**src/sv/idq_pkg.sv**
```systemverilog
package idq_pkg;

    localparam int WORD_W = 64;
    localparam int DATA_W = 64;

    typedef logic [WORD_W-1:0] word_t;
    typedef logic [DATA_W-1:0] data_t;

    // Payload of one divide step: partial remainder, divisor, sign and zero flags, and dividend bits that
    // shift out at the top while quotient bits shift in at the bottom.
    typedef struct packed {
        logic  zero;
        logic  neg_q;
        logic  neg_r;
        data_t rem;
        data_t num;
        data_t div;
    } step_t;

endpackage

```
**src/sv/idq_step.sv**
```systemverilog
module idq_step (
    input  logic           aclk,
    input  logic           aresetn,
    input  logic           adv,
    input  logic           in_valid,
    input  idq_pkg::step_t in_data,
    output logic           out_valid,
    output idq_pkg::step_t out_data
);

    logic                      valid_reg;
    idq_pkg::step_t            data_reg;
    idq_pkg::step_t            data_next;
    logic [idq_pkg::DATA_W-1:0] shifted;
    logic [idq_pkg::DATA_W:0]   diff;
    logic                      take;

    always_comb begin
        shifted   = {in_data.rem[idq_pkg::DATA_W-2:0], in_data.num[idq_pkg::DATA_W-1]};
        diff      = {1'b0, shifted} - {1'b0, in_data.div};
        // Subtract when the bit shifted out of the remainder was set or no borrow.
        take      = in_data.rem[idq_pkg::DATA_W-1] | ~diff[idq_pkg::DATA_W];
        data_next = in_data;
        data_next.rem = take ? diff[idq_pkg::DATA_W-1:0] : shifted;
        data_next.num = {in_data.num[idq_pkg::DATA_W-2:0], take};
    end

    always_ff @(posedge aclk) begin
        if (!aresetn) begin
            valid_reg <= 1'b0;
        end else if (adv) begin
            valid_reg <= in_valid;
        end
    end

    always_ff @(posedge aclk) begin
        if (adv) begin
            data_reg <= data_next;
        end
    end

    assign out_valid = valid_reg;
    assign out_data  = data_reg;

endmodule

```
**config.mk**
```make
export PLATFORM = sky130hd
export DESIGN_NAME = idq_step
export DESIGN_NICKNAME = d
export VERILOG_FILES = /design/src/sv/idq_pkg.sv /design/src/sv/idq_step.sv
export SDC_FILE = /design/constraint.sdc
export NUM_CORES = 1
export LEC_CHECK = 0
export BUFFER_PORTS_ARGS = -buffer_cell sky130_fd_sc_hd__clkbuf_2
export CAP_MARGIN = 20
export CELL_PAD_IN_SITES_DETAIL_PLACEMENT = 0
export CELL_PAD_IN_SITES_GLOBAL_PLACEMENT = 1
export CORE_UTILIZATION = 41
export CTS_CLUSTER_SIZE = 28
export DETAILED_ROUTE_END_ITERATION = 6
export GPL_TIMING_DRIVEN = 0
export HOLD_SLACK_MARGIN = 0.03
export PLACE_DENSITY = 0.95
export SLEW_MARGIN = 10
export SYNTH_ARGS = -nofsm -noshare
export SYNTH_HDL_FRONTEND = slang
export SYNTH_SLANG_ARGS = --single-unit
```
**constraint.sdc**
```tcl
create_clock -name aclk -period 8.9 [get_ports aclk]
set_input_delay 1.335 -clock aclk [delete_from_list [all_inputs] [get_ports aclk]]
set_output_delay 1.335 -clock aclk [all_outputs]
set_load 0.05 [all_outputs]
```
==> flow_summary.toml, run 1 <==
[finish]
mostFrequentLayoutCells = "clkbuf_2 (393), edfxtp_1 (195), a21oi_1 (113)"
fin_nets = 1686
area_growth_pct = 27.9
fillCellCount = 2361
design_area_mm2 = 0.0139
final_util = 0.534
stdcell_count = 1771
layout-drive-gt1-share = 0.321
layout_commonest_cell = "clkbuf_2"

[detailed_routing]
viasPerCell = 5.31
antenna_left = 0
post_drt_wl_per_cell_um = 18.9
drc = 0
vias = 9401
drt-total-wl_mm = 33.5
dr.pass1.iters = 5
drtIter0Drc = 654

[synth]
ys_warn_count = 0
ys_seq_area_frac = 0.540
async_reset_ff_frac = 0
netlist_instances = 1008
yosysUniqueCellTypes = 69
avgSynthCellArea_um2 = 10.8
synth-edff-count = 195
ys_ff_latch = 196
synth_top_flop_cell = "edfxtp_1"
syn_nets = 1272
netlist_area_mm2 = 0.0109

[timing]
fin_crit_sh = 0.518
hold_violations = 0
slew_viol_final = 0
worst_slew_pin_slew_ps = 795
max_slew_margin = 0.465
max_freq_mhz = 217
skew_ps = 0
setup_tns_ps = 0
worst_slack_ps = 4290
period_needed_ps = 4610
setup_viol = 0
rsz0062_at_grt = "false"

[grt]
grt_use_total = 0.240
grt_remaining_overflow = 0
grt_pass1_wl_mm = 48.7
grt_pass1_vias = 9147
grt_max_degree = 106
antenna_found_initial = 4

[clocking]
cts_made_buffers = 17
cts_sinks = 196
postCtsSetupRepairBufs = 0
root_buffer = "clkbuf_16"
cts.htree.levels = 4
cts_tree = "yes"
insertion_delay_ps = 440
hold_buffers = 0
path_clk_slew_ps = 90
clock_path_buffers = 2
cts_resized = 0

[die]
die_area_mm2 = 0.0272
boundaryPins = 395
fp.coreArea_mm2 = 0.0261
start_util = 0.418
fp.dieH_um = 165
fp-row-count = 59
die_w_um = 165

[setup_path]
rr_endpoint = "out_valid"
path_max_fanout = 10
timing.rr.start = "out_valid"
cp.arrival_ps = 4750
r2r_slack_ps = 8310
cp-start-kind = "input pin"
cp_data_required_time_ps = 9040
worstRegToRegCells = 2
crit_type = "in -> reg"
crit_path_end_kind = "register"

[pwr]
p_seq_frac = 0.400
power.density_mw_per_mm2 = 209
intPower_w = 0.00178
ir_drop_v = 0.000146
pwr-share-clk = 0.275
power_frac_comb = 0.325
p_leak_nw = 6.25
p_sw_w = 0.00114
swShare = 0.391

[place]
post-place-ws_ps = 3800
gp_congestion = 0.858
place.detailed.hpwl_mm = 26.5
placed_cells = 1738
port_buffers = 394
dpl_cell_area_mm2 = 0.0133

[run_status]
status = "completed"

[min_path]
min-delay-path-class = "reg -> reg"
hold_path_end = "out_valid"
hp-start = "out_valid"
hold_path_depth = 2

[job]
cap_violations = 0
## routing by layer
layer	GRT usage	wire, um
met3	0.0583	2480
met5	0	49
met4	0.0792	773
met1	0.286	13800
met2	0.422	16400
## synth_stat cells (all sizes together), types with 5 or more instances
cell type  count  share of area
a211oi        13         0.0094
o21a          18          0.012
a21o          29          0.020
inv           81          0.028
or3            6         0.0034
nor2          96          0.033
nand4         25          0.014
o21bai        14         0.0097
a31oi          6         0.0034
edfxtp       195           0.54
nand2b         5         0.0029
clkbuf        28         0.0097
nand2         71          0.025
and2           5         0.0029
o31ai         10         0.0086
o211ai        10         0.0074
xor2          20          0.016
ha            64          0.074
buf           16          0.011
nor3          21          0.011
a21oi        114          0.053
nand3         18         0.0083
xnor2         29          0.023
and4           5         0.0040
o21ai         48          0.022
nor2b          6         0.0034
## cells by family after synthesis
family | share of synthesized area
buffers and inverters | 0.0489
adders and majority gates | 0.0754
DFF | 0.540
AOI/OAI and AO/OA | 0.172
xor gates and xnor gates | 0.0394
and+or+nand+nor | 0.122
muxes | 0.00195
## how the worst max path moves through the flow
stage	from	end	slack, ps	cells after the start
CTS	in_data[0]	out_data[128]	4260	14
global route	in_data[45]	out_data[128]	4130	14
global placement	adv	out_valid	3590	3
finish	in_data[5]	out_data[132]	4290	12
floorplan	in_data[5]	out_data[162]	4770	12
detailed placement	in_data[0]	out_data[130]	3800	14
## power by group through the flow
| stage | clock network, W | logic, W | registers, W |
|---|---|---|---|
| floorplan | 0 | 0.000323 | 0.00154 |
| global placement | 0 | 0.000937 | 0.00119 |
| detailed placement | 0 | 0.000945 | 0.00119 |
| CTS | 0.000815 | 0.000949 | 0.00117 |
| global route | 0.000847 | 0.00101 | 0.00118 |
| finish | 0.000802 | 0.000947 | 0.00117 |
## flip-flops by register name, summed over array words and instances, names as in the netlist
register	flops
out_data	195
out_valid	1
## worst max-delay path, stage by stage
cell and delay (ps):
clkbuf_2 110, inv_1 40, ha_1 360, a21o_1 220
a211o_1 300, o21a_1 240, o31ai_4 330, a2111oi_2 170
or4_4 600, nand2_2 190, clkbuf_1 540, o21ai_0 300
## layout make-up
class | instances | area (um^2) | area share
flip-flops and latches | 196 | 5880 | 0.422
multi-input cells | 687 | 4480 | 0.321
repair buffers | 395 | 2010 | 0.144
clock buffers | 17 | 425 | 0.0306
well taps | 335 | 419 | 0.0301
inverters | 81 | 304 | 0.0218
plain buffers | 44 | 228 | 0.0164
clock inverters | 15 | 183 | 0.0131
diodes | 1 | 2.50 | 0.000180
## metrics by stage
| stage | hold slack, ps | power (W) |
|---|---|---|
| after global placement | 495 | 0.00213 |
| after floorplan | 743 | 0.00186 |
| after detailed placement | 519 | 0.00213 |
| after global routing | 582 | 0.00304 |
| final | 527 | 0.00292 |
| after CTS | 536 | 0.00293 |
No activity file was read; power rests on OpenSTA's default activity.
==> run 2: changes to the inputs <==
--- a/config.mk
+++ b/config.mk
@@ -5,16 +5,17 @@
 export SDC_FILE = /design/constraint.sdc
 export NUM_CORES = 1
 export LEC_CHECK = 0
+export ABC_AREA = 1
 export BUFFER_PORTS_ARGS = -buffer_cell sky130_fd_sc_hd__clkbuf_2
 export CAP_MARGIN = 20
 export CELL_PAD_IN_SITES_DETAIL_PLACEMENT = 0
 export CELL_PAD_IN_SITES_GLOBAL_PLACEMENT = 1
-export CORE_UTILIZATION = 41
+export CORE_UTILIZATION = 37
 export CTS_CLUSTER_SIZE = 28
 export DETAILED_ROUTE_END_ITERATION = 6
 export GPL_TIMING_DRIVEN = 0
 export HOLD_SLACK_MARGIN = 0.03
-export PLACE_DENSITY = 0.95
+export PLACE_DENSITY = 0.9
 export SLEW_MARGIN = 10
 export SYNTH_ARGS = -nofsm -noshare
 export SYNTH_HDL_FRONTEND = slang
==> constraint.sdc (replaced) <==
create_clock -name aclk -period 4.4 [get_ports aclk]
set_input_delay 0.66 -clock aclk [delete_from_list [all_inputs] [get_ports aclk]]
set_output_delay 0.66 -clock aclk [all_outputs]
set_load 0.05 [all_outputs]
==> flow_summary.toml, run 2 <==
[clocking]
cts_made_buffers = 17
clock_path_buffers = 2
path_clk_slew_ps = 80
cts_tree = "yes"
postCtsSetupRepairBufs = 0
cts_sinks = 196
hold_buffers = 0
root_buffer = "clkbuf_16"
insertion_delay_ps = 450
cts_resized = 0
cts.htree.levels = 4

[finish]
fillCellCount = 3544
final_util = 0.469
mostFrequentLayoutCells = "nand2_1 (699), inv_1 (404), clkbuf_2 (393)"
fin_nets = 2472
layout-drive-gt1-share = 0.222
multi_input_area_mm2 = 0.00561
area_growth_pct = 24.0
layout_commonest_cell = "nand2_1"
largest_reg_flops = 195
design_area_mm2 = 0.0163
regArea_mm2 = 0.00588

[timing]
setup_viol = 0
fin_crit_sh = 0.680
skew_ps = 0
hold_violations = 0
worst_slew_pin_slew_ps = 928
max_slew_margin = 0.381
max_freq_mhz = 334
worst_slack_ps = 1410
rsz0062_at_grt = "false"
period_needed_ps = 2990
slew_viol_final = 0

[setup_path]
cp_data_required_time_ps = 4600
path_max_fanout = 10
cp.arrival_ps = 3190
timing.rr.start = "out_valid"
worstRegToRegCells = 2
r2r_slack_ps = 3740
cp-start-kind = "input pin"
rr_endpoint = "out_valid"
crit_type = "in -> reg"
crit_path_end_kind = "register"

[synth]
yosys.area.top_type_share = 0.445
synth_top_flop_cell = "edfxtp_1"
async_reset_ff_frac = 0
yosysUniqueCellTypes = 34
ys_ff_latch = 196
synth_top_area_cell = "edfxtp_1"
ys_seq_area_frac = 0.446
ys_warn_count = 0
netlist_area_mm2 = 0.0132
syn_nets = 2058
synth-edff-count = 195
avgSynthCellArea_um2 = 7.34
netlist_instances = 1794
ys_top_cells_by_count = "nand2_1 (699), inv_1 (404), edfxtp_1 (195)"
synth.most_common_cell = "nand2_1"
ys_top_cells_by_area = "edfxtp_1 (44%), nand2_1 (20%), inv_1 (12%)"

[place]
place.detailed.hpwl_mm = 39.6
post-place-ws_ps = 968
gp_congestion = 0.898
dpl_cell_area_mm2 = 0.0158
port_buffers = 394

[grt]
grt_pass1_wl_mm = 67.8
grt_pass1_vias = 12000
grt_remaining_overflow = 0
antenna_found_initial = 2
grt_max_degree = 111
grt_use_total = 0.255

[min_path]
min-delay-path-class = "in -> reg"
hold_path_depth = 1
hold_path_end = "out_data[98]"
hp-start = "in_data[97]"

[detailed_routing]
vias = 12300
drt-total-wl_mm = 46.6
dr.pass1.iters = 5
drc = 0
drtIter0Drc = 673
viasPerCell = 4.59
post_drt_wl_per_cell_um = 17.4
antenna_left = 0

[die]
fp.coreArea_mm2 = 0.0348
die_area_mm2 = 0.0363
boundaryPins = 395
fp.dieH_um = 191
start_util = 0.378
die_w_um = 191
fp-row-count = 68

[run_status]
status = "completed"

[pwr]
power.density_mw_per_mm2 = 367
ir_drop_v = 0.000318
p_leak_nw = 9.16

[job]
cap_violations = 0
## run 2: per-stage QoR
| step | TNS, ps | std cells | hold slack (ps) | power (W) |
|---|---|---|---|---|
| after floorplan | 0 | 1794 | 753 | 0.00382 |
| after global placement | -26590 | 2643 | 533 | 0.00444 |
| after detailed placement | 0 | 2644 | 539 | 0.00445 |
| after CTS | 0 | 2676 | 345 | 0.00605 |
| after global routing | 0 | 2677 | 346 | 0.00628 |
| final | 0 | 2677 | 372 | 0.00600 |
## run 2: logic make-up after synthesis
kind of cell,Yosys count,synth area share
flip-flops,196,0.446
AO/OA/AOI/OAI,44,0.0181
adder cells (fa/ha/maj),65,0.0623
buffers and inverters,434,0.128
XOR/XNOR,31,0.0206
AND/OR/NAND/NOR,1024,0.324
## run 2: power by group
| group | leakage, nW | switching (W) | internal, W |
|---|---|---|---|
| clock network | 0.279 | 0.000788 | 0.000803 |
| registers | 1.92 | 0.0000539 | 0.00229 |
| logic | 6.96 | 0.00155 | 0.000513 |
## run 2: cell type report
type / count / area share
flip-flops and latches: 196 / 0.360
plain buffers: 19 / 0.00812
diodes: 1 / 0.000153
multi-input cells: 1164 / 0.344
repair buffers: 395 / 0.123
clock inverters: 13 / 0.00858
well taps: 455 / 0.0349
inverters: 415 / 0.0954
clock buffers: 19 / 0.0265
## run 2: worst max path at each step
stage,start,endpoint
after global placement,adv,out_valid
after global routing,in_data[127],out_data[169]
after CTS,in_data[127],out_data[154]
after detailed placement,in_data[127],out_data[154]
after floorplan,in_data[127],out_data[183]
final,in_data[127],out_data[152]
## run 2: critical path: stages
cell,delay (ps)
clkbuf_2,70
inv_1,40
ha_1,210
fa_1,430
inv_1,120
nand3_1,90
nand2_2,150
nand2_2,80
nand2_4,100
nand2_2,70
nand2_4,110
nand3_1,110
nand3_1,140
nand2_2,300
buf_2,320
nand3_1,90
nand2_1,80
## run 2: routing by layer
metal,wire [um],up-vias,track usage
met4,1130,0,0.0858
met1,20300,5567,0.315
met3,2240,39,0.0405
li1,-,6357,-
met2,22900,333,0.449
met5,0,-,0
